### src/mff_pkg.sv
package mff_pkg;

	localparam int DEF_MAX_COLS = 1024;
	localparam int DEF_MAX_ROWS = 1024;
	localparam int CFG_RESET    = 1024;
	localparam int CFG_W        = 11;
	localparam int CFG_IDX_W    = 1;
	localparam int MASK_W       = 8;
	localparam int LABEL_W      = 2;
	localparam int COUNT_W      = 4;
	localparam int NEIGHBOURS   = 8;

	typedef enum logic [CFG_IDX_W-1:0] {
		REG_IMAGE_ROWS = 1'b0,
		REG_IMAGE_COLS = 1'b1
	} cfg_reg_t;

	typedef enum logic [0:0] {
		KIND_PIXEL = 1'b0,
		KIND_FLUSH = 1'b1
	} kind_t;

	typedef enum logic [LABEL_W-1:0] {
		LABEL_SOURCE = 2'd0,
		LABEL_BORDER = 2'd1,
		LABEL_INSIDE = 2'd2
	} label_t;

	// One column entry of the line store, holding two rows.
	typedef struct packed {
		logic above;
		logic centre;
	} line_bits_t;

	typedef struct packed {
		logic shift;
		logic clear;
	} cell_ctrl_t;

endpackage

### src/mask_fill_front_classifier.sv
// Channel | Direction | Handshake                     | Payload
// s_axis  | in        | s_axis_tvalid / s_axis_tready | tdata: mask_value, tuser: kind
// m_axis  | out       | m_axis_tvalid / m_axis_tready | tdata: label, count, centre; tlast
// cfg     | in        | cfg_valid / cfg_ready         | cfg_index, cfg_data
//
// One item is taken per clock; its result, if any, sits in the output register
// from the next cycle. The only exception is the first flush of a one-row frame,
// which steps the window twice and so holds s_axis_tready low until the second step.
// The line store read is prefetched from the next input column's address.
// Reset clears counters and the window; the line stores need no clearing pass.
// A stalled output blocks input only while the output register is full.
module mask_fill_front_classifier #(
	parameter int MAX_COLS = mff_pkg::DEF_MAX_COLS,
	parameter int MAX_ROWS = mff_pkg::DEF_MAX_ROWS
) (
	input  logic                          clk,
	input  logic                          arst_n,
	input  logic                          s_axis_tvalid,
	output logic                          s_axis_tready,
	input  logic [mff_pkg::MASK_W-1:0]    s_axis_tdata,   // [7:0] mask_value
	input  logic [0:0]                    s_axis_tuser,   // [0] kind
	output logic                          m_axis_tvalid,
	input  logic                          m_axis_tready,
	output logic [7:0]                    m_axis_tdata,   // [1:0] label, [5:2] neighbour_count,
	                                                      // [6] centre_masked, [7] zero
	output logic                          m_axis_tlast,   // last_pixel
	input  logic                          cfg_valid,
	output logic                          cfg_ready,
	input  logic [mff_pkg::CFG_IDX_W-1:0] cfg_index,
	input  logic [mff_pkg::CFG_W-1:0]     cfg_data
);

	localparam int CW  = $clog2(MAX_COLS);
	localparam int CSW = $clog2(MAX_COLS + 1);
	localparam int RSW = $clog2(MAX_ROWS + 1);
	localparam int IRW = $clog2(MAX_ROWS + 4);
	localparam int ROWS_RST = (mff_pkg::CFG_RESET > MAX_ROWS) ? MAX_ROWS : mff_pkg::CFG_RESET;
	localparam int COLS_RST = (mff_pkg::CFG_RESET > MAX_COLS) ? MAX_COLS : mff_pkg::CFG_RESET;

	logic [RSW-1:0] rows_q;
	logic [CSW-1:0] cols_q;
	logic [IRW-1:0] in_row_q, in_row_next;
	logic [CW-1:0]  in_col_q, in_col_next;
	logic [RSW-1:0] out_row_q, out_row_next;
	logic [CW-1:0]  out_col_q, out_col_next;
	logic           extra_q, extra_next;

	logic                 out_valid_q;
	mff_pkg::label_t      out_label_q;
	logic [mff_pkg::COUNT_W-1:0] out_count_q;
	logic                 out_centre_q;
	logic                 out_last_q;

	logic space, acc, is_flush, draining, primed, adv, new_bit, emit, restart;
	logic cfg_acc, in_col_wrap, out_col_wrap;
	logic first_col, last_col, first_row, last_row, last_px, centre;
	logic [mff_pkg::COUNT_W-1:0] count;
	mff_pkg::label_t      label;
	logic [RSW-1:0]       rows_clamped;
	logic [CSW-1:0]       cols_clamped;

	mff_pkg::line_bits_t  line_rd, line_wr;
	mff_pkg::cell_ctrl_t  cell_ctrl;
	logic [2:0]           col_new;
	logic [2:0]           win_q [3];
	logic [2:0]           win_next [3];

	mff_line_store #(.DEPTH(MAX_COLS)) u_line_store (
		.clk     (clk),
		.wr_en   (adv),
		.wr_addr (in_col_q),
		.wr_data (line_wr),
		.rd_addr (in_col_next),
		.rd_data (line_rd)
	);

	// Window columns: cell 2 takes the incoming column, older columns move down.
	mff_cell u_cell0 (.clk(clk), .arst_n(arst_n), .ctrl(cell_ctrl),
		.col_in(win_q[1]), .col_q(win_q[0]));
	mff_cell u_cell1 (.clk(clk), .arst_n(arst_n), .ctrl(cell_ctrl),
		.col_in(win_q[2]), .col_q(win_q[1]));
	mff_cell u_cell2 (.clk(clk), .arst_n(arst_n), .ctrl(cell_ctrl),
		.col_in(col_new), .col_q(win_q[2]));

	assign cfg_ready = 1'b1;
	assign cfg_acc   = cfg_valid;

	always_comb begin
		rows_clamped = RSW'(cfg_data);
		if (cfg_data == '0) begin
			rows_clamped = RSW'(1);
		end else if (32'(cfg_data) > MAX_ROWS) begin
			rows_clamped = RSW'(MAX_ROWS);
		end
		cols_clamped = CSW'(cfg_data);
		if (cfg_data == '0) begin
			cols_clamped = CSW'(1);
		end else if (32'(cfg_data) > MAX_COLS) begin
			cols_clamped = CSW'(MAX_COLS);
		end
	end

	always_comb begin
		space         = !out_valid_q || m_axis_tready;
		s_axis_tready = space && !extra_q;
		acc           = s_axis_tvalid && s_axis_tready;
		is_flush      = (mff_pkg::kind_t'(s_axis_tuser) == mff_pkg::KIND_FLUSH);
		draining      = (32'(in_row_q) >= 32'(rows_q));
		// Results start once one row plus one pixel has gone in.
		primed        = (in_row_q >= IRW'(2)) || ((in_row_q == IRW'(1)) && (in_col_q != '0));
		adv           = (acc && (is_flush == draining)) || (extra_q && space);
		new_bit       = acc && !is_flush && (s_axis_tdata != '0);
		emit          = adv && primed;

		col_new        = {new_bit, line_rd.centre, line_rd.above};
		line_wr.above  = line_rd.centre;
		line_wr.centre = new_bit;

		win_next[0] = win_q[1];
		win_next[1] = win_q[2];
		win_next[2] = col_new;

		first_col = (out_col_q == '0);
		last_col  = (out_col_q == CW'(cols_q - 1'b1));
		first_row = (out_row_q == '0);
		last_row  = (out_row_q == RSW'(rows_q - 1'b1));
		last_px   = last_row && last_col;
		centre    = win_next[1][1];

		count = '0;
		for (int dx = 0; dx < 3; dx++) begin
			for (int dy = 0; dy < 3; dy++) begin
				if (!((dx == 1) && (dy == 1))
				    && !((dx == 0) && first_col) && !((dx == 2) && last_col)
				    && !((dy == 0) && first_row) && !((dy == 2) && last_row)) begin
					count = count + mff_pkg::COUNT_W'(win_next[dx][dy]);
				end
			end
		end

		if (count == '0) begin
			label = mff_pkg::LABEL_SOURCE;
		end else if (count < mff_pkg::COUNT_W'(mff_pkg::NEIGHBOURS)) begin
			label = centre ? mff_pkg::LABEL_BORDER : mff_pkg::LABEL_SOURCE;
		end else begin
			label = mff_pkg::LABEL_INSIDE;
		end

		restart         = cfg_acc || (emit && last_px);
		cell_ctrl.shift = adv;
		cell_ctrl.clear = restart;

		in_col_wrap  = (in_col_q == CW'(cols_q - 1'b1));
		out_col_wrap = last_col;

		in_row_next  = in_row_q;
		in_col_next  = in_col_q;
		out_row_next = out_row_q;
		out_col_next = out_col_q;
		extra_next   = extra_q;
		if (restart) begin
			in_row_next  = '0;
			in_col_next  = '0;
			out_row_next = '0;
			out_col_next = '0;
			extra_next   = 1'b0;
		end else begin
			if (adv) begin
				if (in_col_wrap) begin
					in_col_next = '0;
					in_row_next = in_row_q + 1'b1;
				end else begin
					in_col_next = in_col_q + 1'b1;
				end
			end
			if (emit) begin
				if (out_col_wrap) begin
					out_col_next = '0;
					out_row_next = out_row_q + 1'b1;
				end else begin
					out_col_next = out_col_q + 1'b1;
				end
			end
			// A flush that finds the pipeline not yet primed steps it once more.
			if (acc && is_flush && draining && !primed) begin
				extra_next = 1'b1;
			end else if (extra_q && space) begin
				extra_next = 1'b0;
			end
		end
	end

	always_ff @(posedge clk or negedge arst_n) begin
		if (!arst_n) begin
			rows_q    <= RSW'(ROWS_RST);
			cols_q    <= CSW'(COLS_RST);
			in_row_q  <= '0;
			in_col_q  <= '0;
			out_row_q <= '0;
			out_col_q <= '0;
			extra_q   <= 1'b0;
		end else begin
			if (cfg_acc) begin
				case (mff_pkg::cfg_reg_t'(cfg_index))
					mff_pkg::REG_IMAGE_ROWS: rows_q <= rows_clamped;
					mff_pkg::REG_IMAGE_COLS: cols_q <= cols_clamped;
					default: ;
				endcase
			end
			in_row_q  <= in_row_next;
			in_col_q  <= in_col_next;
			out_row_q <= out_row_next;
			out_col_q <= out_col_next;
			extra_q   <= extra_next;
		end
	end

	always_ff @(posedge clk or negedge arst_n) begin
		if (!arst_n) begin
			out_valid_q <= 1'b0;
		end else if (emit) begin
			out_valid_q <= 1'b1;
		end else if (m_axis_tready) begin
			out_valid_q <= 1'b0;
		end
	end

	always_ff @(posedge clk) begin
		if (emit) begin
			out_label_q  <= label;
			out_count_q  <= count;
			out_centre_q <= centre;
			out_last_q   <= last_px;
		end
	end

	assign m_axis_tvalid = out_valid_q;
	assign m_axis_tdata  = {1'b0, out_centre_q, out_count_q, out_label_q};
	assign m_axis_tlast  = out_last_q;

endmodule

### src/mff_cell.sv
// One column of the 3x3 window: bit 0 is the row above, bit 1 the centre
// row, bit 2 the row below.
module mff_cell (
	input  logic               clk,
	input  logic               arst_n,
	input  mff_pkg::cell_ctrl_t ctrl,
	input  logic [2:0]         col_in,
	output logic [2:0]         col_q
);

	always_ff @(posedge clk or negedge arst_n) begin
		if (!arst_n) begin
			col_q <= '0;
		end else if (ctrl.clear) begin
			col_q <= '0;
		end else if (ctrl.shift) begin
			col_q <= col_in;
		end
	end

endmodule

### src/mff_line_store.sv
module mff_line_store #(
	parameter int DEPTH = mff_pkg::DEF_MAX_COLS
) (
	input  logic                      clk,
	input  logic                      wr_en,
	input  logic [$clog2(DEPTH)-1:0]  wr_addr,
	input  mff_pkg::line_bits_t       wr_data,
	input  logic [$clog2(DEPTH)-1:0]  rd_addr,
	output mff_pkg::line_bits_t       rd_data
);

	mff_pkg::line_bits_t mem [DEPTH];

	always_ff @(posedge clk) begin
		if (wr_en) begin
			mem[wr_addr] <= wr_data;
		end
	end

	// A read of the column being written this cycle returns the new entry.
	always_ff @(posedge clk) begin
		if (wr_en && (wr_addr == rd_addr)) begin
			rd_data <= wr_data;
		end else begin
			rd_data <= mem[rd_addr];
		end
	end

endmodule
### config.mk
export PLATFORM = sky130hd
export DESIGN_NAME = mask_fill_front_classifier
export DESIGN_NICKNAME = d
export VERILOG_FILES = /design/src/mff_pkg.sv /design/src/mask_fill_front_classifier.sv /design/src/mff_cell.sv /design/src/mff_line_store.sv
export SDC_FILE = /design/constraint.sdc
export NUM_CORES = 2
export LEC_CHECK = 0
export ABC_AREA = 1
export BUFFER_PORTS_ARGS = -buffer_cell sky130_fd_sc_hd__buf_2
export CAP_MARGIN = 20
export CORE_MARGIN = 2
export CORE_UTILIZATION = 55
export DETAILED_ROUTE_END_ITERATION = 6
export PLACE_DENSITY = 0.71
export SLEW_MARGIN = 20
export SYNTH_ARGS = -nofsm -noshare
export SYNTH_HDL_FRONTEND = slang
export SYNTH_HIERARCHICAL = 1
export SYNTH_SLANG_ARGS = --single-unit
### constraint.sdc
create_clock -name clk -period 43.1 [get_ports clk]
set_input_delay 8.62 -clock clk [delete_from_list [all_inputs] [get_ports clk]]
set_output_delay 8.62 -clock clk [all_outputs]
set_load 0.02 [all_outputs]
==> flow_summary_export.csv <==
group,metric,value,unit
finish,drive_above_1_share,6.44,%
pwr,comb_power_share,25.2,%
timing,hold_viol_final,0,
routing,detail_route.wl_per_cell,22.8,um
routing,drc,1,
setup_path,worstSetupPathType,"in -> out",
finish,fin_nets,8549,
logic_synthesis,netlist_area,93000,um^2
routing,drt_iter0_drc,8571,
clock_network,hold_buffers,0,
clock_network,cts-root-buf,"clkbuf_16",
floorplan,dieArea,172000,um^2
setup_path,crit_path_start_kind,"input port",
global_route,overflow,0,
routing,vias,65800,
logic_synthesis,yosys_register_bits,2137,
routing,via_per_inst,6.05,
routing,first_pass_iters,7,
clock_network,clkTransAtPathRegs,0.06,ns
pwr,p_sw_share,32.7,%
logic_synthesis,syn-num-nets,8859,
pwr,clockPowerShare,30.7,%
timing,fin_worst_skew,0.0391,ns
floorplan,ios,38,
finish,final_cell_mix,"nand2_1 (2,264), nand3_1 (2,113), edfxtp_1 (2,056), nor2_1 (1,102), clkbuf_16 (212)",
timing,max_clock_freq,56.7,MHz
timing,final_max_slew_viol_count,0,
timing,finalSetupViolations,0,
finish,layout_commonest_cell,"nand2_1",
global_route,antenna_found_initial,3,
logic_synthesis,ys_warn_count,6,
logic_synthesis,syn_inst,8798,
logic_synthesis,yosysSeqAreaShare,68.5,%
timing,slew_headroom,2.52,%
job,drv_cap,0,
place,place_congestion,0.812,
global_route,first_global_vias,63600,
clock_network,cts_sinks,2137,
routing,detail-route-antenna-nets,0,
clock_network,cts_setup_buffers,0,
floorplan,die_h,415,um
clock_network,postCtsResizedCells,0,
logic_synthesis,synth_area_per_cell,10.6,um^2
floorplan,start_util,55.5,%
timing,rsz0062_at_grt,"false",
floorplan,coreArea,168000,um^2
pwr,power.total,0.00581,W
setup_path,cp.required,34.48,ns
setup_path,worstPathMaxFanout,2,
floorplan,row_count,150,
pwr,seqPwrFrac,44.2,%
global_route,grt_pass1_wl,371,mm
clock_network,clkLatencyLatePin,0.84,ns
routing,wirelength,248,mm
timing,min_period_over_period,40.9,%
floorplan,die_x,415,um
clock_network,htreeDepth,4,
timing,finalSetupTns,0,ns
logic_synthesis,yosys.cell_types.count,57,
pwr,intPower,0.00391,W
setup_path,endpoint_kind,"output port",
place,placement.io_buffers,35,
clock_network,cts_max_path_buffers,3,
min_path,hold_class,"reg -> reg",
timing,worst_pin_slew,1.46,ns
timing,post-route-min-period,17.64,ns
finish,area_delta_synth_final,8.38,%
outcome,status,"finished, violations left",
setup_path,cp.arrival,9.02,ns
clock_network,cts_made_buffers,207,
place,dpl.hpwl,126,mm
clock_network,cts_tree,"done",
global_route,grt.total_usage,28.4,%
global_route,grt_max_degree,281,
pwr,p_leak,34.8,nW
pwr,switchingPower,0.00190,W
outcome,violations,"DRC",
pwr,worst_ir_drop_vdd,0.0000616,V
pwr,cellPowerDensity,57.7,nW/um^2
[flip-flops by register name, indices dropped and copies added, names as in the netlist, named ones only]
name              cells
u_cell2/col_q         3
extra_q               1
rows_q               11
m_axis_tvalid         1
out_centre_q          1
u_line_store/mem   2048
in_row_q             11
m_axis_tlast          1
out_count_q           4
u_cell1/col_q         3
out_col_q            10
in_col_q             10
out_row_q            11
cols_q               10
out_label_q           2
[cells in the mapped netlist (all sizes together)]
| library cell | instances | share of area [%] |
|---|---|---|
| nand2 | 2314 | 9.4 |
| nand3 | 2125 | 11 |
| edfxtp | 2056 | 66 |
| nor2 | 1118 | 4.6 |
| buf | 392 | 2.2 |
| clkbuf | 265 | 1.1 |
| inv | 171 | 0.69 |
| dfrtp | 70 | 1.9 |
| o21ai | 53 | 0.31 |
| nor3 | 50 | 0.30 |
| ha | 35 | 0.47 |
| a21oi | 34 | 0.19 |
| nand4 | 21 | 0.16 |
| xor2 | 19 | 0.18 |
| nor4 | 16 | 0.11 |
| dfxtp | 10 | 0.22 |
| or2 | 9 | 0.061 |
| nor3b | 7 | 0.073 |
| o22ai | 6 | 0.040 |
| xnor2 | 5 | 0.047 |
| clkinv | 4 | 0.016 |
| conb | 2 | 0.0081 |
| nand3b | 2 | 0.016 |
| o21a | 2 | 0.016 |
| a211oi | 1 | 0.0081 |
| a21boi | 1 | 0.0081 |
| a221oi | 1 | 0.0094 |
| a31oi | 1 | 0.0067 |
| a41oi | 1 | 0.0094 |
| and2 | 1 | 0.0067 |
| and3 | 1 | 0.0067 |
| dfstp | 1 | 0.028 |
| o2111ai | 1 | 0.0094 |
| o211ai | 1 | 0.0081 |
| o31ai | 1 | 0.0081 |
| o32ai | 1 | 0.0094 |
[worst max-delay path, cell delays in order]
cell     delay [ns]
buf_2          0.08
inv_1          0.04
a21oi_1        0.11
buf_2          0.17
[kinds of logic after synthesis]
kind of cell / Yosys count / share of synthesized area, %
xor gates and xnor gates: 24 / 0.226
DFF: 2137 / 68.5
buffers and inverters: 832 / 3.99
adders and majority gates: 35 / 0.471
and+or+nand+nor: 5664 / 26.1
other: 2 / 0.00808
AOI/OAI and AO/OA: 104 / 0.630
[per-layer routing]
layer / vias up / share of wire [%] / global-route usage (%)
met5: - / 0 / 0
met4: 0 / 4.1 / 11.7
met3: 540 / 10 / 4.46
met2: 3381 / 47 / 46.4
met1: 32100 / 38 / 38.2
li1: 29800 / - / -
[per-stage QoR]
stage                     instances  hold WS [ns]  setup WS, ns  util (%)  area (um^2)
after floorplan                8798         0.442          1.12         -        93000
after global placement        10500         0.480         25.40      56.0        93900
after detailed placement      10500         0.469         25.46      56.1        94100
after CTS                     10900         0.490         25.46      60.1       101000
after global routing          10900         0.509         25.44      60.1       101000
final                         10900         0.486         25.46      60.1       101000
[power groups by stage]
stage          Sequential [W]  Combinational (W)  Clock (W)
2_1_floorplan         0.00296            0.00104          0
3_3_place_gp          0.00261            0.00140          0
3_5_place_dp          0.00261            0.00144          0
4_1_cts               0.00257            0.00144    0.00180
5_1_grt               0.00257            0.00161    0.00188
6_report              0.00257            0.00146    0.00178
[cell type report]
| type | instances | area [um^2] |
|---|---|---|
| fillers | 13400 | 66800 |
| flip-flops and latches | 2137 | 63700 |
| multi-input cells | 5829 | 25800 |
| clock buffers | 264 | 5540 |
| well taps | 2204 | 2760 |
| clock inverters | 123 | 1130 |
| repair buffers | 138 | 1080 |
| inverters | 175 | 694 |
| diodes | 4 | 10.0 |
[final timing paths]
kind	start	to	slack (ns)	cells after the start
min	u_cell1/col_q[0]	u_cell1/col_q[0]	0.49	2
max in group asynchronous	arst_n	u_cell2/col_q[1]	34.53	1
min reg2reg	u_cell1/col_q[0]	u_cell1/col_q[0]	0.49	2
max reg2reg	flop	out_label_q[0]	34.65	30
max	m_axis_tready	s_axis_tready	25.46	4
min in group asynchronous	arst_n	out_row_q[5]	7.93	1
No activity file was read; power rests on OpenSTA's default activity.
